[src/rtl/core/tstl_pkg.sv]
// Package for the task slot table: lifecycle state and operation codes,
// the query beat that travels down the slot chain, and the move rule.
// No dependencies.
package tstl_pkg;

    // Operation codes carried in the func field
    localparam logic [1:0] FUNC_CREATE = 2'd0;
    localparam logic [1:0] FUNC_SET    = 2'd1;
    localparam logic [1:0] FUNC_GET    = 2'd2;

    // Lifecycle state codes
    localparam logic [2:0] ST_CREATED    = 3'd0;
    localparam logic [2:0] ST_QUEUED     = 3'd1;
    localparam logic [2:0] ST_DISPATCHED = 3'd2;
    localparam logic [2:0] ST_DONE       = 3'd3;
    localparam logic [2:0] ST_DENIED     = 3'd4;
    localparam logic [2:0] ST_FAILED     = 3'd5;

    localparam int ID_W    = 16;
    localparam int KIND_W  = 4;
    localparam int SVC_W   = 8;
    localparam int STATE_W = 3;
    localparam int NTH_W   = 4;
    localparam int LIVE_W  = 5;

    localparam logic [ID_W-1:0] ID_FIRST = 16'd1;
    localparam logic [ID_W-1:0] ID_LAST  = 16'hFFFF;

    // Query beat handed from cell to cell; the result fields fill in on the way
    typedef struct packed {
        logic                      valid;
        logic [1:0]                func;
        logic [KIND_W-1:0]         kind;
        logic signed [SVC_W-1:0]   service;
        logic [ID_W-1:0]           tid;
        logic [STATE_W-1:0]        new_state;
        logic [NTH_W-1:0]          nth;
        logic [ID_W-1:0]           new_id;
        logic                      done;
        logic                      ok;
        logic [ID_W-1:0]           rid;
        logic [KIND_W-1:0]         rkind;
        logic signed [SVC_W-1:0]   rsvc;
        logic [STATE_W-1:0]        rstate;
    } tstl_query_t;

    // Allowed lifecycle moves
    function automatic logic move_allowed(input logic [STATE_W-1:0] from,
                                          input logic [STATE_W-1:0] to);
        logic allowed;
        unique case (from)
            ST_CREATED:
                allowed = (to == ST_QUEUED) || (to == ST_DENIED) || (to == ST_FAILED);
            ST_QUEUED:
                allowed = (to == ST_DISPATCHED) || (to == ST_DENIED) || (to == ST_FAILED);
            ST_DISPATCHED:
                allowed = (to == ST_DONE) || (to == ST_FAILED);
            default:
                allowed = 1'b0;
        endcase
        return allowed;
    endfunction

endpackage

[src/rtl/core/tstl_cell.sv]
// One slot of the task table: holds the slot fields and acts on the query
// beat as it passes, then hands the beat to the next cell. Uses tstl_pkg.
module tstl_cell
    import tstl_pkg::*;
#(
    parameter int CNT_W = 5
)(
    input  logic              clk,
    input  logic              rst_n,
    input  tstl_query_t       q_in,
    input  logic [CNT_W-1:0]  cnt_in,
    output tstl_query_t       q_out,
    output logic [CNT_W-1:0]  cnt_out
);

    logic                    used_reg;
    logic [ID_W-1:0]         id_reg;
    logic [KIND_W-1:0]       kind_reg;
    logic signed [SVC_W-1:0] svc_reg;
    logic [STATE_W-1:0]      state_reg;

    tstl_query_t             q_reg, q_next;
    logic [CNT_W-1:0]        cnt_reg, cnt_next;

    logic live_q;
    logic hit_free;
    logic hit_set;
    logic get_used;
    logic hit_get;
    logic move_ok;

    // Decide what this slot does with the passing beat
    always_comb
    begin
        live_q   = q_in.valid && !q_in.done;
        hit_free = live_q && (q_in.func == FUNC_CREATE) && !used_reg;
        hit_set  = live_q && (q_in.func == FUNC_SET) && used_reg && (id_reg == q_in.tid);
        get_used = live_q && (q_in.func == FUNC_GET) && used_reg;
        hit_get  = get_used &&
                   ({{NTH_W{1'b0}}, cnt_in} == {{CNT_W{1'b0}}, q_in.nth});
        move_ok  = move_allowed(state_reg, q_in.new_state);
    end

    // Update the beat for the next cell
    always_comb
    begin
        q_next   = q_in;
        cnt_next = cnt_in;
        if (hit_free)
        begin
            q_next.done = 1'b1;
            q_next.ok   = 1'b1;
            q_next.rid  = q_in.new_id;
        end
        if (hit_set)
        begin
            q_next.done = 1'b1;
            q_next.ok   = move_ok;
        end
        if (hit_get)
        begin
            q_next.done   = 1'b1;
            q_next.ok     = 1'b1;
            q_next.rid    = id_reg;
            q_next.rkind  = kind_reg;
            q_next.rsvc   = svc_reg;
            q_next.rstate = state_reg;
        end
        else if (get_used)
        begin
            cnt_next = cnt_in + CNT_W'(1);
        end
    end

    // Slot used bit
    always_ff @(posedge clk or negedge rst_n)
    begin
        if (!rst_n)
        begin
            used_reg <= 1'b0;
        end
        else if (hit_free)
        begin
            used_reg <= 1'b1;
        end
    end

    // Slot fields, written by create and set-state
    always_ff @(posedge clk)
    begin
        if (hit_free)
        begin
            id_reg    <= q_in.new_id;
            kind_reg  <= q_in.kind;
            svc_reg   <= q_in.service;
            state_reg <= ST_CREATED;
        end
        else if (hit_set && move_ok)
        begin
            state_reg <= q_in.new_state;
        end
    end

    // Beat register toward the next cell
    always_ff @(posedge clk or negedge rst_n)
    begin
        if (!rst_n)
        begin
            q_reg   <= '0;
            cnt_reg <= '0;
        end
        else
        begin
            q_reg   <= q_next;
            cnt_reg <= cnt_next;
        end
    end

    assign q_out   = q_reg;
    assign cnt_out = cnt_reg;

endmodule

[config.mk]
export PLATFORM = sky130hd
export DESIGN_NAME = tstl_cell
export DESIGN_NICKNAME = d
export VERILOG_FILES = /design/src/rtl/core/tstl_pkg.sv /design/src/rtl/core/tstl_cell.sv
export SDC_FILE = /design/constraint.sdc
export NUM_CORES = 1
export LEC_CHECK = 0
export ABC_AREA = 1
export BUFFER_PORTS_ARGS = -buffer_cell sky130_fd_sc_hd__buf_2
export CAP_MARGIN = 20
export CORE_MARGIN = 2
export CORE_UTILIZATION = 45
export DETAILED_ROUTE_END_ITERATION = 10
export HOLD_SLACK_MARGIN = 0.15
export PLACE_DENSITY = 0.81
export SLEW_MARGIN = 40
export SYNTH_ARGS = -nofsm -noshare
export SYNTH_HDL_FRONTEND = slang
export SYNTH_SLANG_ARGS = --single-unit
[constraint.sdc]
create_clock -name clk -period 1.9 [get_ports clk]
set_clock_uncertainty 0.05 [all_clocks]
set_input_delay 0.095 -clock clk [delete_from_list [all_inputs] [get_ports clk]]
set_output_delay 0.095 -clock clk [all_outputs]
set_load 0.01 [all_outputs]
# After elaboration in Yosys (flattened, before gate mapping)
# Cells that the tools add are included.
# Widths: inputs -> output; s select.
# word_totals
output_inout_bits,92
input_bits,94
elab_cells,57
register_bits,124
# classes
eq_ne,11
reduce_logical,19
n_addsub,1
n_mux,6
# op_table
op,count
$mux 33,1
$mux 18,1
$eq 16x16->1,1
$logic_and 1x1->1,10
$mux 5,2
$eq 3x2->1 const B,3
$eq 3x1->1 const B,2
$eq 3x3->1 const B,2
$add 5x1->5 const B,1
$eq 5x4->1,1
$logic_or 1x1->1,5
$logic_not 3->1,1
$pmux 1 s3,1
$eq 2x1->1 const B,1
$eq 2x2->1 const B,1
$logic_not 1->1,2
$logic_not 2->1,1
$mux 2,1

# Logic depth before layout (Yosys ltp)
# Gate-level depths: netlist (run 1).
# depth
depth_word,7
depth_mapped,11
depth_no_buf,11

# Least setup slack after synthesis (run 1)
# OpenSTA, ideal clock, no wires.
# synth_timing
path_type,reg-to-reg
from,register used_reg
to,"register id_reg[0], enable pin"
synth_period_minus_slack_ns,1.652
arrival_time_ns,1.227
required_time_ns,1.475
stages_incl_launch_ff,5
path_slack_ns,0.248
setup_time_ns,0.375
n_path_buf,1
path_cell_list,dfrtp_1 -> inv_1 -> nand3_1 -> clkinv_1 -> buf_2
# synth_between
elab_chain_cells,2
# synth_rtl
item,line,source
"start, declared",tstl_cell.sv:16,logic used_reg;
"start signal, assigned",tstl_cell.sv:80,used_reg <= 1'b0;
"start signal, assigned",tstl_cell.sv:84,used_reg <= 1'b1;
$logic_not 1->1,tstl_cell.sv:36,hit_free = live_q && (q_in.func == FUNC_CREATE) && !used_reg;
$logic_and 1x1->1,tstl_cell.sv:36,
via hit_free,tstl_cell.sv:26,logic hit_free;
"end signal, assigned",tstl_cell.sv:93,id_reg <= q_in.new_id;
"end, declared",tstl_cell.sv:17,logic [ID_W-1:0] id_reg;
# The timed path passes the listed nets, and every way through them passes these cells.
# A chain may end at the register's enable or synchronous reset.

# Worst setup path after layout (run 1)
# layout_timing
from,input cnt_in[1]
to,"register cnt_reg[2], in the netlist cnt_out[2]"
# layout_between
elab_chain_cells,3
elab_cells_between_ends,5
cone_classes,add/sub: 1; eq/ne: 1; mux: 2; reduce/logical: 1
# layout_rtl
item,line,source
"start, declared",tstl_cell.sv:11,"input logic [CNT_W-1:0] cnt_in,"
$add 5x1->5 / $eq 5x4->1 (equally long branches),"tstl_cell.sv:71, tstl_cell.sv:40",
$mux 5 / $logic_and 1x1->1 (equally long branches),"tstl_cell.sv:69, tstl_cell.sv:39",
$mux 5 *,tstl_cell.sv:60,if (hit_get)
via cnt_next[2],tstl_cell.sv:23,"logic [CNT_W-1:0] cnt_reg, cnt_next;"
"end signal, assigned",tstl_cell.sv:115,cnt_reg <= cnt_next;
"end, declared",tstl_cell.sv:23,
# The timed path passes the listed nets; every way through them passes the cells marked *.

==> results of run 1 <==
-- cells in the mapped netlist (2+ instances only) --
master / number
sky130_fd_sc_hd__buf_2: 6
sky130_fd_sc_hd__o21ai_1: 13
sky130_fd_sc_hd__a21oi_1: 5
sky130_fd_sc_hd__clkbuf_1: 2
sky130_fd_sc_hd__nor2_1: 28
sky130_fd_sc_hd__dfxtp_1: 3
sky130_fd_sc_hd__nand3_1: 11
sky130_fd_sc_hd__edfxtp_1: 28
sky130_fd_sc_hd__xor2_1: 5
sky130_fd_sc_hd__o21ai_0: 7
sky130_fd_sc_hd__o21ai_2: 6
sky130_fd_sc_hd__dfrtp_1: 93
sky130_fd_sc_hd__nand4_1: 8
sky130_fd_sc_hd__nand2_1: 176
sky130_fd_sc_hd__inv_1: 51
-- cell families after synthesis --
logic type / after synthesis / share of synthesized area, %
buf+inv: 62 / 5.228
compound gates: 33 / 4.343
xor+xnor: 6 / 1.126
fa+ha+maj: 1 / 0.2681
flops: 124 / 69.17
simple gates: 229 / 19.87
-- repair_timing --
action / CTS / global route
gates resized for setup: 0 / 3
hold buffers: 97 / 0
hold endpoints to repair: 217 / 0
setup endpoints to repair: 0 / 2
buffers inserted: 0 / 3
-- worst max path at each step --
stage,startpoint,end,slack [ps],cells past startpoint
finish,cnt_in[1],cnt_out[2],120,11
global route,cnt_in[0],cnt_out[2],20,11
CTS,used_reg,cnt_out[1],20,7
global placement,cnt_in[2],q_out[19],400,8
floorplan,used_reg,id_reg[0],250,4
detailed placement,q_in[51],q_out[10],330,8
-- routing by layer --
layer / GRT usage, % / share of wire, % / vias to the layer above
met4: 11.94 / 3.0 / 0
met3: 6.370 / 5.0 / 38
met1: 28.77 / 38 / 2058
met5: 0 / 0 / -
met2: 47.51 / 54 / 169
li1: - / - / 2030
-- cell type report --
class / instances / area share, %
Clock buffer: 18 / 5.777
Multi-Input combinational cell: 269 / 16.17
Sequential cell: 124 / 43.58
Timing Repair Buffer: 293 / 27.23
Tap cell: 136 / 2.297
Clock inverter: 14 / 2.264
Inverter: 53 / 2.686
-- worst reg2reg max path, delay by kind of cell, from the launching register on --
kind,cells,cell delay [ps]
buffers and inverters,3,810
flip-flops,1,350
AND/OR/NAND/NOR,4,350
-- power by group through the flow --
| stage | logic (µW) | registers (µW) | clock network, µW |
|---|---|---|---|
| detailed placement | 487 | 2900 | 0 |
| global placement | 477 | 2900 | 0 |
| global route | 724 | 2860 | 3390 |
| finish | 665 | 2850 | 3220 |
| CTS | 652 | 2850 | 3250 |
| floorplan | 115 | 2960 | 0 |
-- through the flow --
| step | total power, µW | instances | setup slack, ps | hold slack (ps) |
|---|---|---|---|---|
| 6_report | 6738 | 907 | 123.2 | 183.6 |
| 5_1_grt | 6978 | 907 | 23.47 | 163.3 |
| 4_1_cts | 6753 | 905 | 15.57 | 156.4 |
| 3_5_place_dp | 3387 | 776 | 334.8 | 20.98 |
| 3_3_place_gp | 3373 | 776 | 402.7 | 19.59 |
| 2_1_floorplan | 3075 | 455 | 247.8 | -250.6 |
==> results, run 1 <==
- The cell family contributing the most delay on the critical path is buffers and inverters.
- The number of antenna-violating nets in the routed design is 0.
- The sequential cell area is between 0.003 and 0.004 mm².
- The flow ran to the end, and the final reports show no timing, DRC or antenna violations.
- The weighted congestion at the end of routability-driven global placement is 0.8399.
- In this run the cell area measured after placement is 0.005813 mm².
- The cell area after technology mapping is roughly 0.0047 mm².
- The worst hold path cell count is 2.
- The total count of max-transition violations in the final report was 0.
- In this run the worst path has a maximum fanout of 3.
- The I/O pin count is between 150 and 200.
- Summing over every cut layer, the via total after detailed routing is approximately 4,300.
- The cell at the root of the clock tree is sky130_fd_sc_hd__clkbuf_8.
- Per report_power, the combinational group accounts for about 9.9% of the total.
- The internal power component is roughly 5200 µW.
- The max-cap violation count is 0.
- The average footprint of a synthesized cell is 10.26 µm².
- The number of clock sinks is between 100 and 150.
- The register with the most flip-flops in the layout has a little under 90 of them.
- Measured in cells, the most critical reg-to-reg path has a length of 7.
- The maximum operating frequency is roughly 0.56 GHz.
- The clock transition at the registers of the reported paths is ~60 ps.
- The share of layout cells above drive strength 1 is about a third.
- The cell leakage power is between 0.003 and 0.004 µW.
- The initial detailed-routing violation count is between 200 and 250.
- In the post-synthesis netlist, the biggest area contributors are sky130_fd_sc_hd__dfrtp_1, sky130_fd_sc_hd__edfxtp_1, sky130_fd_sc_hd__nand2_1, sky130_fd_sc_hd__inv_1, sky130_fd_sc_hd__nor2_1.
- The post-synthesis cell type with the largest combined area is sky130_fd_sc_hd__dfrtp_1.
- After floorplanning, the core was sized to cover between 0.01 and 0.015 mm².
- In the final layout, the multi-input gates occupy around 0.0012 mm².
- Traced cell by cell, the critical path runs through dlygate4sd3_1, buf_2, inv_1, nand2_1, nand3_1, a211oi_2, nand2_1, nand3_1, nand2_1, dlygate4sd3_1, nand2_1.
- Dividing the detail-routed via count by the number of cells gives 4.735.
- The global route total overflow is 0.
- The switching power of the nets is between 1500 and 2000 µW.
- The antenna diode instance count is 0.
- The type of the tightest min-delay check is in2reg.
- The share of the synthesized area in the top cell type is 49.87%.
- The critical register-to-register path startpoint is used_reg.
- The worst path arrival time is 2190 ps.
- The routed wirelength normalized by instance count is 15.40 µm.
- The largest net degree at the start of global routing is 46.
- After routing, the total negative slack on setup checks comes to 0 ps.
- On the worst path, the slowest cell contributes a delay of 560 ps.
- Measured along the y axis, the die boundary spans between 100 and 150 µm.
- Compared with the post-synthesis result, the final layout area differs by 58.71%.
- The launching element type of the critical path is a primary input.
- The minimum period implied by the final worst setup slack is roughly 1800 ps.
- The relative slew slack is 74.60%.
- After routing the design area is 0.007407 mm².
- The path with the worst hold slack has its endpoint at q_out[72].
- CTS built an H-tree with a depth of 4.
- The number of nets in the layout is 853.
- The deepest clock path buffer count is 2.
- The floorplan step set the die width to 105.8 µm.
- The number of global-route vias before repair is 4,502.
- For the pin with the worst max-slew slack, the measured transition is roughly 380 ps.
- Counting every net in the synthesized netlist gives 550.
- The clock reaches the later pin of the worst-skew pair after approximately 520 ps.
- The CTS tree is done.
- The power density normalized to cell area is slightly above 900 mW/mm².
- The startpoint identified for the worst hold timing path is q_in[72].
- The number of hold violations in the final report is 0.
- The DRC violation count after routing is 0.
- The reg-to-reg endpoint is cnt_out[2].
- The buffering stage count on the worst path with inverters included is 4.
- Setup repair after global routing left no endpoint under its margin.
- The sum of routed wire length over all layers is roughly 14 mm.
- In this run, the clock network consumes between 40% and 50% of the power.
- The fraction of power consumed by sequential logic is approximately 42%.
- The category of the most critical setup path is in2reg.
- The count of input and output buffers is ~190.
- At the worst endpoint, the required time is roughly 2300 ps.
- The final-report setup violation count is 0.
- For this configuration, the core starts out at a cell density of between 40% and 50%.
- In the layout the commonest cells are sky130_fd_sc_hd__buf_2, sky130_fd_sc_hd__nand2_1, sky130_fd_sc_hd__dlygate4sd3_1, sky130_fd_sc_hd__dfrtp_1, sky130_fd_sc_hd__inv_1.
- The initial antenna violation count is 0.
- In this run the register-to-register setup slack is 230 ps.
- The number of rows in the core area is 37.
- Counting the buffers created by CTS gives 17.
- The library cell used most frequently in the layout, excluding fill and tap cells, is sky130_fd_sc_hd__buf_2.
- Detailed placement finished with a half-perimeter wire length of approximately 8.7 mm.
- The number of different library cells used by synthesis comes to 28.
- For this design, the slowest cell found on the critical path is sky130_fd_sc_hd__dlygate4sd3_1.
- The layout filler cell count is slightly above 700.
- The share of the Yosys chip area taken by registers is ~69%.
- The most used flip-flop cell after synthesis is sky130_fd_sc_hd__dfrtp_1.
- The cell occurring most often along the worst timing path is sky130_fd_sc_hd__nand2_1.
- The detailed-routing iteration count for the pre-antenna-repair pass is 5.
- The floorplan die area is about 0.011 mm².
- The ratio of final minimum period to clock period is 93.52%.
- In this run, synthesis produced a sequential element count of 124.
- Net switching is approximately 23% of the power.
- The cell count after synthesis is 455.
- The global-route wire length before repair is roughly 22 mm.
- The endpoint class of the critical path is a flop.
- Of all flip-flops after synthesis, the portion carrying an async set or reset was about 75%.
- Counting flops with a built-in enable in the synthesized netlist gives 28.
- The worst-case IR drop observed on VDD is between 0.0005 and 0.0006 V.
- Global routing used a little over a quarter of the available tracks.
- Yosys printed 0 warnings.
- The core utilization of the finished layout is just over 70%.
(Power assumes the default switching activity.)
==> run 2: changes to the inputs <==
Settings changed: CELL_PAD_IN_SITES_DETAIL_PLACEMENT set to 1, CELL_PAD_IN_SITES_GLOBAL_PLACEMENT set to 1, CORE_UTILIZATION 45 to 36, PLACE_DENSITY 0.81 to 0.86.
==> results, run 2 (synthesis results as in run 1) <==
- The delay of the slowest critical-path stage is roughly 550 ps.
- Traced cell by cell, the critical path runs through dlygate4sd3_1, buf_2, or2_0, a211oi_2, nand3_2, buf_4, inv_4, nand2_1, nand2_1.
- In this run the horizontal extent of the chip is 117.9 µm.
- CTS placed an instance of sky130_fd_sc_hd__clkbuf_16 at the clock tree root.
- The via total after detailed routing is 4,354.
- Along the worst path, the maximum fanout reaches 14.
- The critical register-to-register path startpoint is id_reg[13].
- The number of hold violations in the final report is 0.
- The global route total overflow is 0.
- For this run, design rule violations remaining after detail routing come to 0.
- The startpoint of the most critical setup path is cnt_in[2].
- The initial standard-cell utilization of the core is 36.98%.
- The floorplan die area is between 0.01 and 0.015 mm².
- The share of layout cells above drive strength 1 is a little under a third.
- The run finished with clean final reports.
- The fraction of power consumed by sequential logic is about 42%.
- The internal portion of the total power is 5239 µW.
- After detailed routing, the average wire length per cell comes to ~19 µm.
- The total negative setup slack is 0 ps.
- After clock tree synthesis, the clock-pin slew on the worst setup and hold paths is approximately 60 ps.
- The clock drives ~120 sinks.
- The met3 routed wirelength is about 960 µm.
- In the final layout, the multi-input gates occupy approximately 0.0012 mm².
- ~190 I/O pins were placed.
- The worst setup path is launched from a primary input.
- The worst pin sits at a relative slew slack of about 72%.
- The flip-flop count of the largest register, all copies and words added is just under 90.
- Of the available clock period, the critical path in the final layout requires ~96%.
- Leaving out filler cells and counting taps, the final layout contains around 940.
- The initial antenna violation count is 2.
- The master of the slowest instance on the critical path is sky130_fd_sc_hd__dlygate4sd3_1.
- Cells fill 58.85% of the core in the end.
- Across the whole layout, storage elements account for between 0.003 and 0.004 mm².
- The later pin in the worst-skew pair is clocked with a latency of 420 ps.
- The number of cells on the worst reg-to-reg path is 10.
- The weighted congestion at the end of routability-driven global placement is about 0.83.
- Global routing used between 20% and 30% of the available tracks.
- In the layout the commonest cells are sky130_fd_sc_hd__buf_2, sky130_fd_sc_hd__nand2_1, sky130_fd_sc_hd__dlygate4sd3_1, sky130_fd_sc_hd__dfrtp_1, sky130_fd_sc_hd__inv_1.
- At the worst endpoint, the required time is 2200 ps.
- The peak supply drop is between 0.0004 and 0.0005 V.
- STA classifies the critical path endpoint as a flop.
- The number of rows in the core area is between 40 and 50.
- Counting both buffers and inverters, the worst setup path holds a total of 4.
- The analysis attributes to net switching a power of about 1700 µW.
- The layout overhead on the synthesized area is 59.14%.
- The sum of routed wire length over all layers is 17.52 mm.
- The number of nets in the layout is 849.
- Leaving out fill and tap cells, the most frequent cell in the layout is sky130_fd_sc_hd__buf_2.
- The count of input and output buffers is around 190.
- TritonCTS built the clock tree.
- The length of routed wiring on met1 is 6.759 mm.
- Of the total power, the share spent switching nets is roughly a quarter.
- The floorplan step defined a core boundary enclosing around 0.013 mm².
- In this run the register-to-register setup slack is roughly 280 ps.
- The largest net degree at the start of global routing is between 50 and 60.
- Setup repair after global routing left no endpoint under its margin.
- The logic gate share of total power is 9.9%.
- The deepest clock path buffer count is 2.
- The maximum operating frequency is roughly 0.55 GHz.
- The worst path needs 1829 ps of the cycle, external delays included.
- The top routing layer in use is met4.
- Setup violations remaining at the end of the flow were counted as 0.
- The H-tree was split into 4 levels.
- After legalization and detailed placement, the total HPWL measured between 9 and 10 mm.
- In this run the worst setup path terminates at q_out[8].
- The number of global-route vias before repair is about 5,000.
- The detailed-route vias per instance is around 4.6.
- The height of the die is about 120 µm.
- For the worst setup path, the data arrival time is 2130 ps.
- Counting stages on the worst path, the most repeated cell is sky130_fd_sc_hd__nand2_1.
- Clock tree synthesis inserted a total of 17 buffers.
- The detailed router finished its first iteration with around 240 violations.
- The max-cap violation count is 0.
- The tightest min-delay check is of the in2async type.
- The total count of max-transition violations in the final report is 0.
- The cell leakage power is between 0.003 and 0.004 µW.
- The count of cell instances traversed by the critical path is 9.
- Fill cells in the final layout number 1,429.
- The endpoint identified for the worst register-to-register timing path is q_out[31].
- The first global-routing pass estimated 27.94 mm of wire.
- In this run, the clock network consumes between 40% and 50% of the power.
- After detailed placement, the design holds a cell count of 812.
- Dividing total power by cell area gives a power density of around 930 mW/mm².
- For this run, the detailed router's first-pass iteration total came to 4.
- Once detail routing completed, the nets flagged for antenna violations numbered 0.
- The routed design uses 9.513 mm of met2 wire.
- In this design, the largest share of critical-path delay is due to buffers and inverters.
- The pin slew with the least headroom to its limit is around 430 ps.
- The category of the most critical setup path is in2reg.
==> run 2: cell count changes in the layout (fill, tap and decap cells not counted), sizes merged <==
cell / before / now
clkbuf: 18 / 20
dlygate4sd3: 95 / 94
bufinv: 3 / 2
buf: 198 / 195
diode: 0 / 2
clkinvlp: 2 / 1
==> run 2: layout make-up <==
| class | count | area share, % |
|---|---|---|
| clock buffers | 20 | 6.435 |
| flip-flops and latches | 124 | 43.46 |
| repair buffers | 289 | 26.52 |
| multi-input cells | 269 | 16.09 |
| clock inverters | 12 | 1.819 |
| diodes | 2 | 0.06739 |
| inverters | 53 | 2.712 |
| well taps | 172 | 2.898 |
==> run 2: through the flow <==
| step | worst slack [ps] | total power, µW | hold WS [ps] | area (µm²) |
|---|---|---|---|---|
| 6_report | 70.79 | 6893 | 183.0 | 7427 |
| 5_1_grt | 2.025 | 7148 | 182.9 | 7427 |
| 4_1_cts | 88.65 | 6869 | 180.5 | 7412 |
| 3_5_place_dp | 316.3 | 3399 | -121.0 | 5858 |
| 3_3_place_gp | 319.1 | 3375 | -121.3 | 5858 |
| 2_1_floorplan | 247.8 | 3075 | -250.6 | 4667 |
==> run 2: routing by layer <==
| layer | GRT usage, % | up-vias |
|---|---|---|
| met5 | 0 | - |
| met4 | 8.509 | 0 |
| met3 | 7.074 | 25 |
| met2 | 49.38 | 169 |
| met1 | 29.34 | 2132 |
| li1 | - | 2028 |
==> run 2: worst min path at each step <==
stage	slack, ps	end	start	cells past startpoint
2_1_floorplan	-250	cnt_out[0]	rst_n	0
3_3_place_gp	-120	cnt_out[4]	rst_n	1
3_5_place_dp	-120	cnt_out[4]	rst_n	1
4_1_cts	180	q_out[29]	rst_n	3
5_1_grt	180	q_out[29]	rst_n	3
6_report	180	q_out[29]	rst_n	3
==> run 2: power by group through the flow <==
stage               combinational [µW]  clock [µW]  sequential, µW
floorplan                          115           0            2960
global placement                   479           0            2900
detailed placement                 499           0            2900
CTS                                657        3360            2850
global route                       741        3540            2870
finish                             682        3350            2860
==> run 2: worst register-to-register path, cell delays in order (launching register included) <==
cell                       delay [ps]
sky130_fd_sc_hd__edfxtp_1         400
sky130_fd_sc_hd__nand2_1          140
sky130_fd_sc_hd__nand2_1          120
sky130_fd_sc_hd__inv_1             70
sky130_fd_sc_hd__nand2_1           70
sky130_fd_sc_hd__nor2_1           130
sky130_fd_sc_hd__nand2_1           70
sky130_fd_sc_hd__nor2_1           140
sky130_fd_sc_hd__nand2_1          120
sky130_fd_sc_hd__o21ai_0          100
sky130_fd_sc_hd__nand3_1           90
==> run 2: repair_timing <==
item / 4_1_cts / 5_1_grt
setup endpoints to repair: 0 / 21
hold buffers: 94 / 0
endpoints found under the hold margin: 216 / 0
setup buffers: 0 / 1
resized for setup: 0 / 2
==> run 3: changes to the inputs <==
Settings changed: GPL_TIMING_DRIVEN set to 0, MAX_ROUTING_LAYER set to met4.
==> results, run 3 (synthesis results as in run 1) <==
- The launching element type of the critical path is a primary input.
- The I/O pin count is ~190.
- The critical path in this run is classified as in2reg.
- The count of input and output buffers is between 150 and 200.
- The weighted congestion at the end of routability-driven global placement is ~0.81.
- For this run, the top clock speed supported by timing is 0.5620 GHz.
- In this design, the largest share of critical-path delay is due to buffers and inverters.
- The number of nets in the layout is between 800 and 900.
- The sum of routed wire length over all layers is 18.45 mm.
- The flip-flop count of the largest register, all copies and words added is 87.
- Measured along the x axis, the die boundary spans around 120 µm.
- The area inside the core boundary is roughly 0.013 mm².
- Along the worst path, the maximum fanout reaches 10.
- Data on the critical path arrives at its endpoint at between 2000 and 2500 ps.
- Across the run, the number of max-cap violations was 0.
- The minimum period implied by the final worst setup slack is around 1800 ps.
- The cell area reported after detailed placement is 0.005842 mm².
- The layout has between 1,000 and 1,500 filler cells.
- The DRC violation count after routing is 0.
- Entering global routing, the biggest net connects 55 pins.
- The total count of max-transition violations in the final report is 0.
- At the pin with the least slew margin, the transition time is approximately 420 ps.
- On the final layout, the worst hold slack is 153.2 ps.
- The routed wirelength normalized by instance count is around 19 µm.
- The number of hold violations in the final report is 0.
- The critical path goes through buf_2, dlygate4sd3_1, inv_2, nand2_2, nor4_4, buf_4, nand3_4, buf_2, nand2_1, nand2_1.
- The clock transition at the registers of the reported paths is 50 ps.
- VDD sags by at most about 0.00055 V.
- The H-tree generated during clock tree synthesis spans 4 levels.
- The clock insertion delay at the later pin of the skew report is around 420 ps.
- The analysis attributes to cell leakage a power of ~0.0038 µW.
- Counting the buffers created by CTS gives 17.
- The floorplan step defined a die boundary enclosing roughly 0.014 mm².
- The share of layout cells above drive strength 1 is 31.91%.
- Setup violations remaining at the end of the flow were counted as 0.
- The detailed-routing iteration count for the pre-antenna-repair pass is 4.
- The path class of the tightest hold or removal check is in2reg.
- The leading cell type in the layout, fill and taps excluded is sky130_fd_sc_hd__buf_2.
- STA puts the critical path data required time at approximately 2100 ps.
- The final instance area is between 0.007 and 0.008 mm².
- The buffering stage count on the worst path with inverters included is 5.
- The delay of the slowest critical-path stage is around 570 ps.
- The design draws ~6800 µW.
- Headroom to the max-slew limit came out at just over 70%.
- The pre-CTS setup slack is -312.3 ps.
- Setup repair after global routing left no endpoint under its margin.
- The number of global-route vias before repair is approximately 5,000.
- The global-route wire length before repair is between 20 and 30 mm.
- Cells fill slightly below 60% of the core in the end.
- The via total after detailed routing is roughly 4,400.
- The HPWL after detailed placement is between 10 and 15 mm.
- The cell sitting at the root of the clock tree is a sky130_fd_sc_hd__clkbuf_16.
- The library cells used most frequently in the layout, excluding fill and tap cells, are sky130_fd_sc_hd__buf_2, sky130_fd_sc_hd__nand2_1, sky130_fd_sc_hd__dlygate4sd3_1, sky130_fd_sc_hd__dfrtp_1, sky130_fd_sc_hd__inv_1.
- Power spread over the standard cell area amounts to slightly above 900 mW/mm².
- TritonCTS built the clock tree.
- The flow ran to the end, and the final reports show no timing, DRC or antenna violations.
- The initial utilization of the core area, before any placement, comes to between 30% and 40%.
- The detail route stage leaves a number of antenna-violating nets equal to 0.
- After the first detailed-routing iteration, the DRC count stood at between 150 and 200.
- The worst path meets setup with approximately 120 ps of slack.
- The number of clock sinks is 124.
- The worst path uses 93.65% of the clock period.
- The detailed-route vias per instance is about 4.6.
- The worst setup path is captured at a flop.
- The height of the die is roughly 120 µm.
- The initial antenna violation count was 1.
- Relative to the synthesized area, the layout overhead comes to 60.05%.
- Global routing finished with a remaining overflow of 0.
- Row generation in the floorplan step produced 41 rows.
- For this run, the total global-route usage over all layers was measured as 27.64%.
- The deepest clock path buffer count is 2.
- The master of the slowest instance on the critical path is sky130_fd_sc_hd__dlygate4sd3_1.
-- run 3: cell count changes in the layout (fill, tap and decap cells not counted), moves of 2 or more --
cell / previous run / this run
sky130_fd_sc_hd__clkbuf_1: 0 / 3
sky130_fd_sc_hd__inv_1: 51 / 49
sky130_fd_sc_hd__buf_2: 184 / 186
sky130_fd_sc_hd__clkinv_4: 5 / 0
sky130_fd_sc_hd__buf_4: 9 / 11
sky130_fd_sc_hd__clkbuf_2: 0 / 2
sky130_fd_sc_hd__inv_2: 1 / 3
sky130_fd_sc_hd__clkinv_2: 3 / 7
-- run 3: final timing paths --
kind,start,cells past startpoint,slack [ps],endpoint
setup / recovery,q_in[32],10,120,q_out[4]
max in group asynchronous,rst_n,4,540,q_out[22]
min in group asynchronous,rst_n,3,650,q_out[50]
hold / removal,cnt_in[2],3,150,cnt_out[2]
hold reg to reg,svc_reg[5],2,400,q_out[8]
setup reg to reg,used_reg,7,200,q_out[4]
-- run 3: layout make-up --
cell class | instances | area [µm²] | area share, %
tap | 172 | 215.2 | 2.881
multi-input combinational | 269 | 1210 | 16.20
clock buffer | 21 | 450.4 | 6.030
buffer | 9 | 62.56 | 0.8375
sequential | 124 | 3228 | 43.22
antenna | 1 | 2.502 | 0.03350
inverter | 53 | 202.7 | 2.714
clock inverter | 10 | 125.1 | 1.675
timing repair buffer | 288 | 1973 | 26.42
-- run 3: stage by stage --
step                      TNS [ps]  cells
after floorplan                  0    455
after global placement      -18290    812
after detailed placement     -9890    813
after CTS                        0    940
after global routing             0    947
final                            0    947
-- run 3: power by group --
group	leakage [µW]	internal, µW	switching, µW	total [µW]
Clock	0.000290	2070	1170	3240
Sequential	0.00136	2830	32.8	2860
Combinational	0.00218	334	361	695
-- run 3: layer usage --
| layer | GRT usage (%) | up-vias | part of all wire [%] |
|---|---|---|---|
| met5 | - | - | 0 |
| li1 | - | 2042 | - |
| met1 | 29.05 | 2137 | 36 |
| met2 | 50.62 | 176 | 56 |
| met3 | 7.752 | 24 | 6.0 |
| met4 | 7.605 | 0 | 1.3 |
-- run 3: what timing repair did --
item | 4_1_cts | 5_1_grt
resized for setup | 2 | 16
hold endpoints to repair | 216 | 0
setup buffers | 0 | 9
setup endpoints to repair | 37 | 63
pin swaps | 0 | 3
hold buffers | 96 | 0
-- run 3: worst min-delay path, stage by stage --
cell	delay (ps)
sky130_fd_sc_hd__dlymetal6s4s_1	300
sky130_fd_sc_hd__nand2_1	120
sky130_fd_sc_hd__nand2_1	60
